[src/rtl/core/h264rtp_pkg.sv]
// Shared types and constants for the H.264 RTP packetizer.
// Used by every module under rtl/core; depends on nothing.
`default_nettype none
package h264rtp_pkg;

  localparam int unsigned QUEUE_DEPTH_DEF = 4;

  localparam logic [1:0] CFG_MAX_PAYLOAD  = 2'd0;
  localparam logic [1:0] CFG_SCALE_ENABLE = 2'd1;
  localparam logic [1:0] CFG_SCALE        = 2'd2;
  localparam logic [1:0] CFG_SOURCE_ID    = 2'd3;

  localparam logic [13:0] MAX_PAYLOAD_RST = 14'd1400;
  localparam logic [13:0] MIN_PAYLOAD     = 14'd3;
  localparam logic [13:0] FU_OVERHEAD     = 14'd2;
  localparam logic [7:0]  SCALE_RST       = 8'd1;

  localparam logic [4:0] NAL_TYPE_SPS = 5'd7;
  localparam logic [4:0] NAL_TYPE_PPS = 5'd8;
  localparam logic [4:0] NAL_TYPE_FUA = 5'd28;

  typedef struct packed {
    logic [13:0] max_pl;   // max payload, clamped to the minimum
    logic [13:0] dmax;     // data bytes per FU-A fragment
    logic        scale_en;
    logic [7:0]  scale;
    logic [31:0] ssrc;
  } cfg_t;

  // one queued job: a single result, or FU indicator + FU header + data byte
  typedef struct packed {
    logic        triple;
    logic [7:0]  fu_ind;
    logic [7:0]  fu_hdr;
    logic [7:0]  data;
    logic        first;
    logic        last;
    logic [23:0] plen;
    logic [15:0] seq;
    logic [31:0] pts;
    logic        marker;
    logic        frame_begin;
  } job_t;

  typedef enum logic [1:0] {
    BK_HEAD  = 2'd0,
    BK_FUHDR = 2'd1,
    BK_DATA  = 2'd2
  } back_state_t;

endpackage
`default_nettype wire

[src/rtl/core/h264_rtp_packetizer_top.sv]
// H.264 RTP packetizer (single NAL unit packets and FU-A fragments).
// The results of a byte pass the input stage register, the job queue and the output register.
// Throughput: one byte per cycle while the queue has room; a byte that opens an FU-A
// fragment yields three results and holds the output register for all three, so a
// steady run of such bytes (smallest payload limit) stalls the input while they drain.
// Reset: rst_n synchronous, active low; clears all control state, config to defaults.
`default_nettype none
module h264_rtp_packetizer_top
  import h264rtp_pkg::*;
#(
  parameter int unsigned QUEUE_DEPTH = QUEUE_DEPTH_DEF
) (
  input  wire logic        clk,
  input  wire logic        rst_n,
  input  wire logic        cfg_valid,
  output logic             cfg_ready,
  input  wire logic [1:0]  cfg_index,
  input  wire logic [31:0] cfg_data,
  input  wire logic        in_valid,
  output logic             in_stall,
  input  wire logic [7:0]  in_nal_byte,
  input  wire logic        in_nal_first,
  input  wire logic [23:0] in_nal_length,
  input  wire logic [31:0] in_decode_stamp,
  input  wire logic        in_frame_begin,
  output logic             out_valid,
  input  wire logic        out_stall,
  output logic [7:0]       out_byte,
  output logic             out_packet_first,
  output logic             out_packet_last,
  output logic [23:0]      out_packet_length,
  output logic [15:0]      out_sequence_number,
  output logic [31:0]      out_timestamp,
  output logic             out_marker,
  output logic             out_frame_start_out,
  output logic [31:0]      out_source_id,
  output logic             out_run_last
);

  cfg_t cfg;
  job_t push_job;
  job_t head_job;
  logic q_push;
  logic q_full;
  logic q_pop;
  logic q_empty;

  h264rtp_cfg u_cfg (
    .clk       (clk),
    .rst_n     (rst_n),
    .cfg_valid (cfg_valid),
    .cfg_ready (cfg_ready),
    .cfg_index (cfg_index),
    .cfg_data  (cfg_data),
    .cfg       (cfg)
  );

  h264rtp_front u_front (
    .clk             (clk),
    .rst_n           (rst_n),
    .cfg             (cfg),
    .in_valid        (in_valid),
    .in_stall        (in_stall),
    .in_nal_byte     (in_nal_byte),
    .in_nal_first    (in_nal_first),
    .in_nal_length   (in_nal_length),
    .in_decode_stamp (in_decode_stamp),
    .in_frame_begin  (in_frame_begin),
    .q_push          (q_push),
    .q_job           (push_job),
    .q_full          (q_full)
  );

  h264rtp_queue #(
    .DEPTH (QUEUE_DEPTH)
  ) u_queue (
    .clk   (clk),
    .rst_n (rst_n),
    .push  (q_push),
    .din   (push_job),
    .full  (q_full),
    .pop   (q_pop),
    .dout  (head_job),
    .empty (q_empty)
  );

  h264rtp_back u_back (
    .clk                 (clk),
    .rst_n               (rst_n),
    .cfg                 (cfg),
    .job                 (head_job),
    .q_empty             (q_empty),
    .q_pop               (q_pop),
    .out_valid           (out_valid),
    .out_stall           (out_stall),
    .out_byte            (out_byte),
    .out_packet_first    (out_packet_first),
    .out_packet_last     (out_packet_last),
    .out_packet_length   (out_packet_length),
    .out_sequence_number (out_sequence_number),
    .out_timestamp       (out_timestamp),
    .out_marker          (out_marker),
    .out_frame_start_out (out_frame_start_out),
    .out_source_id       (out_source_id),
    .out_run_last        (out_run_last)
  );

endmodule
`default_nettype wire

[src/rtl/core/h264rtp_cfg.sv]
// Configuration register file for the H.264 RTP packetizer.
// Depends on h264rtp_pkg; derives the clamped size and fragment data size on write.
`default_nettype none
module h264rtp_cfg
  import h264rtp_pkg::*;
(
  input  wire logic        clk,
  input  wire logic        rst_n,
  input  wire logic        cfg_valid,
  output logic             cfg_ready,
  input  wire logic [1:0]  cfg_index,
  input  wire logic [31:0] cfg_data,
  output cfg_t             cfg
);

  cfg_t        cfg_r;
  cfg_t        cfg_nxt;
  logic [13:0] wr_max;

  assign cfg_ready = 1'b1;
  assign cfg      = cfg_r;
  assign wr_max   = (cfg_data[13:0] < MIN_PAYLOAD) ? MIN_PAYLOAD : cfg_data[13:0];

  always_comb begin
    cfg_nxt = cfg_r;
    if (cfg_valid) begin
      unique case (cfg_index)
        CFG_MAX_PAYLOAD: begin
          cfg_nxt.max_pl = wr_max;
          cfg_nxt.dmax   = wr_max - FU_OVERHEAD;
        end
        CFG_SCALE_ENABLE: cfg_nxt.scale_en = cfg_data[0];
        CFG_SCALE:        cfg_nxt.scale    = cfg_data[7:0];
        CFG_SOURCE_ID:    cfg_nxt.ssrc     = cfg_data;
        default:          cfg_nxt = cfg_r;
      endcase
    end
  end

  always_ff @(posedge clk) begin
    if (!rst_n) begin
      cfg_r.max_pl   <= MAX_PAYLOAD_RST;
      cfg_r.dmax     <= MAX_PAYLOAD_RST - FU_OVERHEAD;
      cfg_r.scale_en <= 1'b0;
      cfg_r.scale    <= SCALE_RST;
      cfg_r.ssrc     <= 32'd0;
    end else begin
      cfg_r <= cfg_nxt;
    end
  end

endmodule
`default_nettype wire

[src/rtl/core/h264rtp_front.sv]
// Front end: accepts NAL bytes, forms pts, tracks NAL/fragment state and
// pushes result jobs into the queue. Depends on h264rtp_pkg.
`default_nettype none
module h264rtp_front
  import h264rtp_pkg::*;
(
  input  wire logic        clk,
  input  wire logic        rst_n,
  input  wire cfg_t        cfg,
  input  wire logic        in_valid,
  output logic             in_stall,
  input  wire logic [7:0]  in_nal_byte,
  input  wire logic        in_nal_first,
  input  wire logic [23:0] in_nal_length,
  input  wire logic [31:0] in_decode_stamp,
  input  wire logic        in_frame_begin,
  output logic             q_push,
  output job_t             q_job,
  input  wire logic        q_full
);

  // input stage
  logic        a_valid_r, a_valid_nxt;
  logic [7:0]  a_byte_r;
  logic        a_first_r;
  logic [23:0] a_len_r;
  logic [31:0] a_pts_r;
  logic [31:0] a_dts_r;
  logic [31:0] a_dts_p1_r;
  logic        a_fb_r;
  logic        in_acc;
  logic [39:0] prod;

  // NAL state
  logic        nudge_r, nudge_nxt;
  logic [31:0] prev_r, prev_nxt;
  logic [15:0] seq_r, seq_nxt;
  logic        frag_r, frag_nxt;
  logic [7:0]  fu_ind_r, fu_ind_nxt;
  logic [4:0]  fu_type_r, fu_type_nxt;
  logic        fu_started_r, fu_started_nxt;
  logic [23:0] rem_r, rem_nxt;
  logic [13:0] fill_r, fill_nxt;
  logic [31:0] cur_pts_r, cur_pts_nxt;
  logic        cur_mk_r, cur_mk_nxt;
  logic        cur_fb_r, cur_fb_nxt;

  logic        push_req;
  logic        b_adv;
  logic        hit;
  logic        mk_first;
  logic        big;
  logic [24:0] r0;
  logic        fin;
  logic [13:0] d;
  logic        last;
  logic [15:0] seq_prev;

  assign prod     = {8'd0, in_decode_stamp} * {32'd0, cfg.scale};
  assign b_adv    = a_valid_r && (!push_req || !q_full);
  assign in_stall = a_valid_r && !b_adv;
  assign in_acc   = in_valid && !in_stall;
  assign q_push   = a_valid_r && push_req && !q_full;

  always_comb begin
    a_valid_nxt = a_valid_r;
    if (in_acc) begin
      a_valid_nxt = 1'b1;
    end else if (b_adv) begin
      a_valid_nxt = 1'b0;
    end
  end

  always_ff @(posedge clk) begin
    if (!rst_n) begin
      a_valid_r <= 1'b0;
    end else begin
      a_valid_r <= a_valid_nxt;
    end
  end

  always_ff @(posedge clk) begin
    if (in_acc) begin
      a_byte_r   <= in_nal_byte;
      a_first_r  <= in_nal_first;
      a_len_r    <= (in_nal_length == 24'd0) ? 24'd1 : in_nal_length;
      a_pts_r    <= cfg.scale_en ? prod[31:0] : in_decode_stamp;
      a_dts_r    <= in_decode_stamp;
      a_dts_p1_r <= in_decode_stamp + 32'd1;
      a_fb_r     <= in_frame_begin;
    end
  end

  // compare against the nudged previous pts in parallel with the plain one
  assign hit      = nudge_r && (prev_r == a_dts_r);
  assign mk_first = ((a_byte_r[4:0] == NAL_TYPE_SPS) || (a_byte_r[4:0] == NAL_TYPE_PPS)) ? 1'b0 :
                    (hit ? (a_pts_r != a_dts_p1_r) : (a_pts_r != prev_r));
  assign big      = a_len_r > {10'd0, cfg.max_pl};
  assign r0       = {1'b0, rem_r} + {11'd0, fill_r};
  assign fin      = r0 <= {11'd0, cfg.dmax};
  assign d        = fin ? r0[13:0] : cfg.dmax;
  assign last     = ({1'b0, fill_r} + 15'd1) >= {1'b0, d};
  assign seq_prev = seq_r - 16'd1;

  always_comb begin
    nudge_nxt      = nudge_r;
    prev_nxt       = prev_r;
    seq_nxt        = seq_r;
    frag_nxt       = frag_r;
    fu_ind_nxt     = fu_ind_r;
    fu_type_nxt    = fu_type_r;
    fu_started_nxt = fu_started_r;
    rem_nxt        = rem_r;
    fill_nxt       = fill_r;
    cur_pts_nxt    = cur_pts_r;
    cur_mk_nxt     = cur_mk_r;
    cur_fb_nxt     = cur_fb_r;
    push_req       = 1'b0;

    q_job             = '0;
    q_job.data        = a_byte_r;
    q_job.fu_ind      = fu_ind_r;
    q_job.fu_hdr      = {~fu_started_r, fin, 1'b0, fu_type_r};
    q_job.pts         = cur_pts_r;
    q_job.frame_begin = cur_fb_r;
    q_job.marker      = cur_mk_r;
    q_job.seq         = seq_prev;

    if (a_first_r) begin
      nudge_nxt   = nudge_r & ~hit;
      prev_nxt    = a_pts_r;
      cur_pts_nxt = a_pts_r;
      cur_mk_nxt  = mk_first;
      cur_fb_nxt  = a_fb_r;
      rem_nxt     = a_len_r - 24'd1;
      if (big) begin
        frag_nxt       = 1'b1;
        fill_nxt       = 14'd0;
        fu_ind_nxt     = {a_byte_r[7:5], NAL_TYPE_FUA};
        fu_type_nxt    = a_byte_r[4:0];
        fu_started_nxt = 1'b0;
      end else begin
        frag_nxt          = 1'b0;
        fill_nxt          = 14'd1;
        push_req          = 1'b1;
        q_job.first       = 1'b1;
        q_job.last        = (a_len_r == 24'd1);
        q_job.plen        = a_len_r;
        q_job.seq         = seq_r;
        q_job.pts         = a_pts_r;
        q_job.marker      = mk_first;
        q_job.frame_begin = a_fb_r;
        seq_nxt           = seq_r + 16'd1;
      end
    end else if (rem_r != 24'd0) begin
      push_req = 1'b1;
      rem_nxt  = rem_r - 24'd1;
      if (!frag_r) begin
        q_job.last = (rem_r == 24'd1);
        q_job.plen = {10'd0, fill_r} + rem_r;
        fill_nxt   = fill_r + 14'd1;
      end else begin
        q_job.last   = last;
        q_job.plen   = {10'd0, d + FU_OVERHEAD};
        q_job.marker = fin;
        fill_nxt     = last ? 14'd0 : (fill_r + 14'd1);
        // open a new fragment: indicator and header go out ahead of the byte
        if (fill_r == 14'd0) begin
          q_job.triple   = 1'b1;
          q_job.seq      = seq_r;
          seq_nxt        = seq_r + 16'd1;
          fu_started_nxt = 1'b1;
        end
      end
    end
  end

  always_ff @(posedge clk) begin
    if (!rst_n) begin
      nudge_r      <= 1'b1;
      prev_r       <= 32'd0;
      seq_r        <= 16'd0;
      frag_r       <= 1'b0;
      fu_ind_r     <= 8'd0;
      fu_type_r    <= 5'd0;
      fu_started_r <= 1'b0;
      rem_r        <= 24'd0;
      fill_r       <= 14'd0;
      cur_pts_r    <= 32'd0;
      cur_mk_r     <= 1'b0;
      cur_fb_r     <= 1'b0;
    end else if (b_adv) begin
      nudge_r      <= nudge_nxt;
      prev_r       <= prev_nxt;
      seq_r        <= seq_nxt;
      frag_r       <= frag_nxt;
      fu_ind_r     <= fu_ind_nxt;
      fu_type_r    <= fu_type_nxt;
      fu_started_r <= fu_started_nxt;
      rem_r        <= rem_nxt;
      fill_r       <= fill_nxt;
      cur_pts_r    <= cur_pts_nxt;
      cur_mk_r     <= cur_mk_nxt;
      cur_fb_r     <= cur_fb_nxt;
    end
  end

endmodule
`default_nettype wire

[src/rtl/core/h264rtp_queue.sv]
// Job queue between the front end and the back end of the packetizer.
// Depends on h264rtp_pkg for the job type.
`default_nettype none
module h264rtp_queue
  import h264rtp_pkg::*;
#(
  parameter int unsigned DEPTH = QUEUE_DEPTH_DEF
) (
  input  wire logic clk,
  input  wire logic rst_n,
  input  wire logic push,
  input  wire job_t din,
  output logic      full,
  input  wire logic pop,
  output job_t      dout,
  output logic      empty
);

  localparam int unsigned AW = (DEPTH > 1) ? $clog2(DEPTH) : 1;
  localparam int unsigned CW = $clog2(DEPTH + 1);
  localparam logic [AW-1:0] LAST_PTR = AW'(DEPTH - 1);
  localparam logic [CW-1:0] FULL_CNT = CW'(DEPTH);

  job_t          mem [DEPTH];
  logic [AW-1:0] wr_ptr_r, wr_ptr_nxt;
  logic [AW-1:0] rd_ptr_r, rd_ptr_nxt;
  logic [CW-1:0] count_r, count_nxt;
  logic          do_push;
  logic          do_pop;

  assign full    = (count_r == FULL_CNT);
  assign empty   = (count_r == '0);
  assign do_push = push && !full;
  assign do_pop  = pop && !empty;
  assign dout    = mem[rd_ptr_r];

  always_comb begin
    wr_ptr_nxt = wr_ptr_r;
    rd_ptr_nxt = rd_ptr_r;
    count_nxt  = count_r;
    if (do_push) begin
      wr_ptr_nxt = (wr_ptr_r == LAST_PTR) ? '0 : wr_ptr_r + AW'(1);
    end
    if (do_pop) begin
      rd_ptr_nxt = (rd_ptr_r == LAST_PTR) ? '0 : rd_ptr_r + AW'(1);
    end
    case ({do_push, do_pop})
      2'b10:   count_nxt = count_r + CW'(1);
      2'b01:   count_nxt = count_r - CW'(1);
      default: count_nxt = count_r;
    endcase
  end

  always_ff @(posedge clk) begin
    if (!rst_n) begin
      wr_ptr_r <= '0;
      rd_ptr_r <= '0;
      count_r  <= '0;
    end else begin
      wr_ptr_r <= wr_ptr_nxt;
      rd_ptr_r <= rd_ptr_nxt;
      count_r  <= count_nxt;
    end
  end

  always_ff @(posedge clk) begin
    if (do_push) begin
      mem[wr_ptr_r] <= din;
    end
  end

endmodule
`default_nettype wire

[src/rtl/core/h264rtp_back.sv]
// Back end: expands queued jobs into result items and holds them in the
// output register. Depends on h264rtp_pkg.
`default_nettype none
module h264rtp_back
  import h264rtp_pkg::*;
(
  input  wire logic  clk,
  input  wire logic  rst_n,
  input  wire cfg_t  cfg,
  input  wire job_t  job,
  input  wire logic  q_empty,
  output logic       q_pop,
  output logic       out_valid,
  input  wire logic  out_stall,
  output logic [7:0]  out_byte,
  output logic        out_packet_first,
  output logic        out_packet_last,
  output logic [23:0] out_packet_length,
  output logic [15:0] out_sequence_number,
  output logic [31:0] out_timestamp,
  output logic        out_marker,
  output logic        out_frame_start_out,
  output logic [31:0] out_source_id,
  output logic        out_run_last
);

  back_state_t state_r, state_nxt;
  logic        ov_r, ov_nxt;
  logic        load;
  logic        emit;
  logic [7:0]  res_byte;
  logic        res_pf;
  logic        res_pl;
  logic        res_rl;

  logic [7:0]  byte_r;
  logic        pf_r;
  logic        pl_r;
  logic [23:0] plen_r;
  logic [15:0] seq_r;
  logic [31:0] pts_r;
  logic        mk_r;
  logic        fb_r;
  logic [31:0] ssrc_r;
  logic        rl_r;

  assign load = !ov_r || !out_stall;
  assign emit = load && !q_empty;

  always_comb begin
    state_nxt = state_r;
    ov_nxt    = ov_r;
    q_pop     = 1'b0;
    res_byte  = job.data;
    res_pf    = job.first;
    res_pl    = job.last;
    res_rl    = 1'b1;
    if (load) begin
      ov_nxt = !q_empty;
    end
    unique case (state_r)
      BK_HEAD: begin
        if (job.triple) begin
          res_byte = job.fu_ind;
          res_pf   = 1'b1;
          res_pl   = 1'b0;
          res_rl   = 1'b0;
          if (emit) begin
            state_nxt = BK_FUHDR;
          end
        end else begin
          q_pop = emit;
        end
      end
      BK_FUHDR: begin
        res_byte = job.fu_hdr;
        res_pf   = 1'b0;
        res_pl   = 1'b0;
        res_rl   = 1'b0;
        if (emit) begin
          state_nxt = BK_DATA;
        end
      end
      BK_DATA: begin
        res_pf = 1'b0;
        q_pop  = emit;
        if (emit) begin
          state_nxt = BK_HEAD;
        end
      end
      default: state_nxt = BK_HEAD;
    endcase
  end

  always_ff @(posedge clk) begin
    if (!rst_n) begin
      state_r <= BK_HEAD;
      ov_r    <= 1'b0;
    end else begin
      state_r <= state_nxt;
      ov_r    <= ov_nxt;
    end
  end

  always_ff @(posedge clk) begin
    if (emit) begin
      byte_r <= res_byte;
      pf_r   <= res_pf;
      pl_r   <= res_pl;
      plen_r <= job.plen;
      seq_r  <= job.seq;
      pts_r  <= job.pts;
      mk_r   <= job.marker;
      fb_r   <= job.frame_begin;
      ssrc_r <= cfg.ssrc;
      rl_r   <= res_rl;
    end
  end

  assign out_valid           = ov_r;
  assign out_byte            = byte_r;
  assign out_packet_first    = pf_r;
  assign out_packet_last     = pl_r;
  assign out_packet_length   = plen_r;
  assign out_sequence_number = seq_r;
  assign out_timestamp       = pts_r;
  assign out_marker          = mk_r;
  assign out_frame_start_out = fb_r;
  assign out_source_id       = ssrc_r;
  assign out_run_last        = rl_r;

endmodule
`default_nettype wire
[config.mk]
export PLATFORM = sky130hd
export DESIGN_NAME = h264_rtp_packetizer_top
export DESIGN_NICKNAME = d
export VERILOG_FILES = /design/src/rtl/core/h264rtp_pkg.sv /design/src/rtl/core/h264_rtp_packetizer_top.sv /design/src/rtl/core/h264rtp_cfg.sv /design/src/rtl/core/h264rtp_front.sv /design/src/rtl/core/h264rtp_queue.sv /design/src/rtl/core/h264rtp_back.sv
export SDC_FILE = /design/constraint.sdc
export NUM_CORES = 2
export LEC_CHECK = 0
export BUFFER_PORTS_ARGS = -buffer_cell sky130_fd_sc_hd__buf_2
export CORE_AREA = 2 2 294 296
export CTS_BUF_LIST = sky130_fd_sc_hd__clkbuf_16
export CTS_CLUSTER_DIAMETER = 60
export DETAILED_ROUTE_END_ITERATION = 12
export DIE_AREA = 0 0 296 298
export HOLD_SLACK_MARGIN = 0.02
export MAX_ROUTING_LAYER = met4
export PLACE_DENSITY_LB_ADDON = 0.12
export SLEW_MARGIN = 10
export SYNTH_ARGS = -nofsm -noshare
export SYNTH_HDL_FRONTEND = slang
export SYNTH_SLANG_ARGS = --single-unit
[constraint.sdc]
create_clock -name clk -period 10.9 [get_ports clk]
set_clock_uncertainty 0.1 [all_clocks]
set_input_delay 1.635 -clock clk [delete_from_list [all_inputs] [get_ports clk]]
set_output_delay 1.635 -clock clk [all_outputs]
set_load 0.05 [all_outputs]
==> impl_metrics.csv <==
group,metric,value,unit
clocking,hold_buffers,0,
logic_synthesis,synth-async-reset-ratio,0,%
global_route,antenna_found_initial,1,
logic_synthesis,synth_most_common_cell,"edfxtp_1",
logic_synthesis,synth_common_cells,"edfxtp_1 (631), nand2_1 (491), inv_1 (252)",
clocking,post_cts_resized,0,
clocking,root_buffer,"clkbuf_16",
drt,drt_iter0_drc,2194,
critical_path,cp_max_fo,10,
floorplanning,num_rows,107,
critical_path,rrSetupSlack,2.61,ns
power_and_ir_drop,powerDensity,190,nW/um2
timing,rsz0062_at_grt,"false",
floorplanning,die_h,298,um
logic_synthesis,synthDistinctLibCells,82,
floorplanning,start_util,49.6,%
timing,fin_crit,8.29,ns
clocking,cts.sinks,812,
floorplanning,ios,225,
logic_synthesis,synth_edf_count,631,
critical_path,endpoint_kind,"register",
drt,wl_per_cell,21.9,um
drt,via_count,27700,
power_and_ir_drop,fin_total_pwr,8980,uW
drt,viasPerCell,5.69,
logic_synthesis,yosys_register_bits,812,
logic_synthesis,syn_avg_cell_area,12.0,um2
logic_synthesis,synth_xor_area_share,4.80,%
critical_path,rr_worst_depth,29,
logic_synthesis,synth_top_area_share,45.0,%
timing,relSlewSlack,17.2,%
logic_synthesis,syn-instance-count,3502,
logic_synthesis,synthesis.area,42100,um2
drt,firstDrtPassIters,6,
logic_synthesis,synth_top_family_by_area,"simple AND/OR/NAND/NOR gates",
placement,io_buffers,223,
critical_path,cp-startpoint,"u_front.rem_r[0]$_SDFFE_PN0P_",
critical_path,crit_top_cell,"a21o_1",
global_route,grt_pass1_vias,28000,
power_and_ir_drop,vdd_drop_max,0.000202,V
placement,hpwl,73.9,mm
status,outcome,"complete, no violations",
final_layout,layout-drive-gt1-share,15.2,%
clocking,cts_buffers,90,
worst_hold_path,hold_class,"register to register",
timing,fin_tns_setup,0,ns
floorplanning,dieWidth,296,um
critical_path,timing.rr.end,"u_front.fill_r[13]$_SDFFE_PN0P_",
logic_synthesis,yosys.area_share.simple,11.8,%
final_layout,fin_util,55.6,%
flow_run,max_cap_viol_count,0,
global_route,track_usage,25.1,%
critical_path,criticalPathCategory,"register to register",
timing,finalSetupViolCount,0,
logic_synthesis,synthTopCellsByArea,"edfxtp_1 (45%), dfxtp_1 (8.6%), fa_1 (7.5%)",
logic_synthesis,synth_compound_area_share,7.33,%
timing,final-max-slew-violation-count,0,
logic_synthesis,ys_seq_area_share,53.6,%
logic_synthesis,synth_largest_area_cell,"edfxtp_1",
logic_synthesis,synthMuxAreaShare,7.35,%
critical_path,timing.rr.start,"u_front.rem_r[0]$_SDFFE_PN0P_",
global_route,grt_overflow,0,
global_route,grt_pass1_wl,165,mm
drt,drc,0,
logic_synthesis,synthAdderAreaFrac,10.9,%
final_layout,nets,4021,
floorplanning,core,84900,um2
clocking,cts.htree.levels,3,
critical_path,worstPathRequired,11.37,ns
clocking,cts_tree,"built",
clocking,clock_latency,0.67,ns
timing,timing.final.crit_share,76.1,%
clocking,cts.clk_slew.worst_paths,0.06,ns
critical_path,slowest_delay,0.99,ns
clocking,post-cts-setup-buffers,0,
clocking,cts_buffer_depth,3,
logic_synthesis,yosysWarnings,0,
logic_synthesis,synth_nets,3878,
drt,wl,107,mm
critical_path,arrival,8.76,ns
placement,gp_congestion,0.905,
timing,clock.fmax,121,MHz
final_layout,synthToLayoutAreaGrowth,12.0,%
timing,worstMarginPinSlew,1.24,ns
critical_path,crit_slowest_cell,"nor4_1",
critical_path,startpoint_type,"register",
logic_synthesis,synthFlopType,"edfxtp_1",
global_route,grt_max_degree,87,
critical_path,crit_end,"u_front.fill_r[13]$_SDFFE_PN0P_",
power_and_ir_drop,p_leak,0.0178,uW
timing,hold_viol_final,0,
floorplanning,fp.dieArea,88200,um2
drt,ant_nets,0,
-- cells in the final DEF (no fill, tap or decap), types with 96 or more instances in the layout --
cell type | synthesis | layout
nor2_1 | 153 | 152
dfxtp_1 | 181 | 179
buf_2 | 16 | 223
and2_1 | 110 | 106
ha_1 | 113 | 113
fa_1 | 158 | 158
inv_1 | 252 | 262
nand2_1 | 491 | 491
xnor2_1 | 172 | 172
edfxtp_1 | 631 | 631
mux4_2 | 96 | 96
a21oi_1 | 181 | 181
-- metrics by stage --
step	cell area [um2]	hold slack, ns	worst slack [ns]	std cells
2_1_floorplan	42100	0.308	2.26	3502
4_1_cts	47200	0.310	2.79	4866
3_5_place_dp	44200	0.316	2.89	4697
6_report	47200	0.310	2.61	4867
5_1_grt	47200	0.321	2.17	4867
3_3_place_gp	44200	0.314	3.23	4697
-- area by class of cell --
cell class,count,area (um2)
well taps,1144,1430
diodes,1,2.50
inverters,254,958
flip-flops and latches,812,22600
repair buffers,257,1370
clock buffers,90,2250
clock inverters,79,766
multi-input cells,2230,17800
fillers,7138,37700
-- worst min path at each step --
stage,from,to,slack [ns],cells after the start
2_1_floorplan,u_cfg.cfg[0]$_SDFFE_PN0P_,u_back.out_source_id[0]$_DFFE_PP_,0.31,0
3_3_place_gp,u_cfg.cfg[1]$_SDFFE_PN0P_,u_back.out_source_id[1]$_DFFE_PP_,0.31,0
3_5_place_dp,u_cfg.cfg[26]$_SDFFE_PN0P_,u_back.out_source_id[26]$_DFFE_PP_,0.32,0
4_1_cts,u_cfg.cfg[13]$_SDFFE_PN0P_,u_back.out_source_id[13]$_DFFE_PP_,0.31,0
5_1_grt,u_cfg.cfg[13]$_SDFFE_PN0P_,u_back.out_source_id[13]$_DFFE_PP_,0.32,0
6_report,u_cfg.cfg[13]$_SDFFE_PN0P_,u_back.out_source_id[13]$_DFFE_PP_,0.31,0
-- logic make-up after synthesis --
logic type,after synthesis
AND/OR/NAND/NOR,1061
flip-flops,812
AO/OA/AOI/OAI,480
buffers and inverters,460
adder cells (fa/ha/maj),271
XOR/XNOR,231
multiplexers,186
other,1
-- routing by layer --
layer	vias to the layer above	global-route usage, %	wire length (um)	share of wire [%]
met4	0	6.35	2270	2.1
met2	963	38.4	49400	46
met3	167	3.65	6790	6.4
met1	13900	35.5	48300	45
li1	12700	-	-	-
met5	-	-	0	0
-- power breakdown --
| group | switching, uW | internal, uW | total, uW |
|---|---|---|---|
| sequential | 171 | 3710 | 3890 |
| combinational | 1450 | 621 | 2080 |
| clock | 1290 | 1730 | 3020 |
-- critical path, delay by kind of cell, from the launching register on --
kind | cells | cell delay, ns
buffers and inverters | 1 | 0.06
DFF | 1 | 0.44
AOI/OAI and AO/OA | 13 | 2.90
adders and majority gates | 4 | 1.21
muxes | 1 | 0.43
and+or+nand+nor | 9 | 2.86
xor gates and xnor gates | 1 | 0.18
-- flip-flops by register name, indices dropped and copies added, names as in the netlist, 24 cells and up, named ones only --
name                      cells
u_back.out_packet_length     24
u_back.out_source_id         32
u_back.out_timestamp         32
u_cfg.cfg                    68
u_front.a_dts_p1_r           32
u_front.a_dts_r              32
u_front.a_len_r              24
u_front.a_pts_r              32
u_front.prev_r               32
u_front.rem_r                24
u_queue.mem                 384
(Power assumes the default switching activity.)
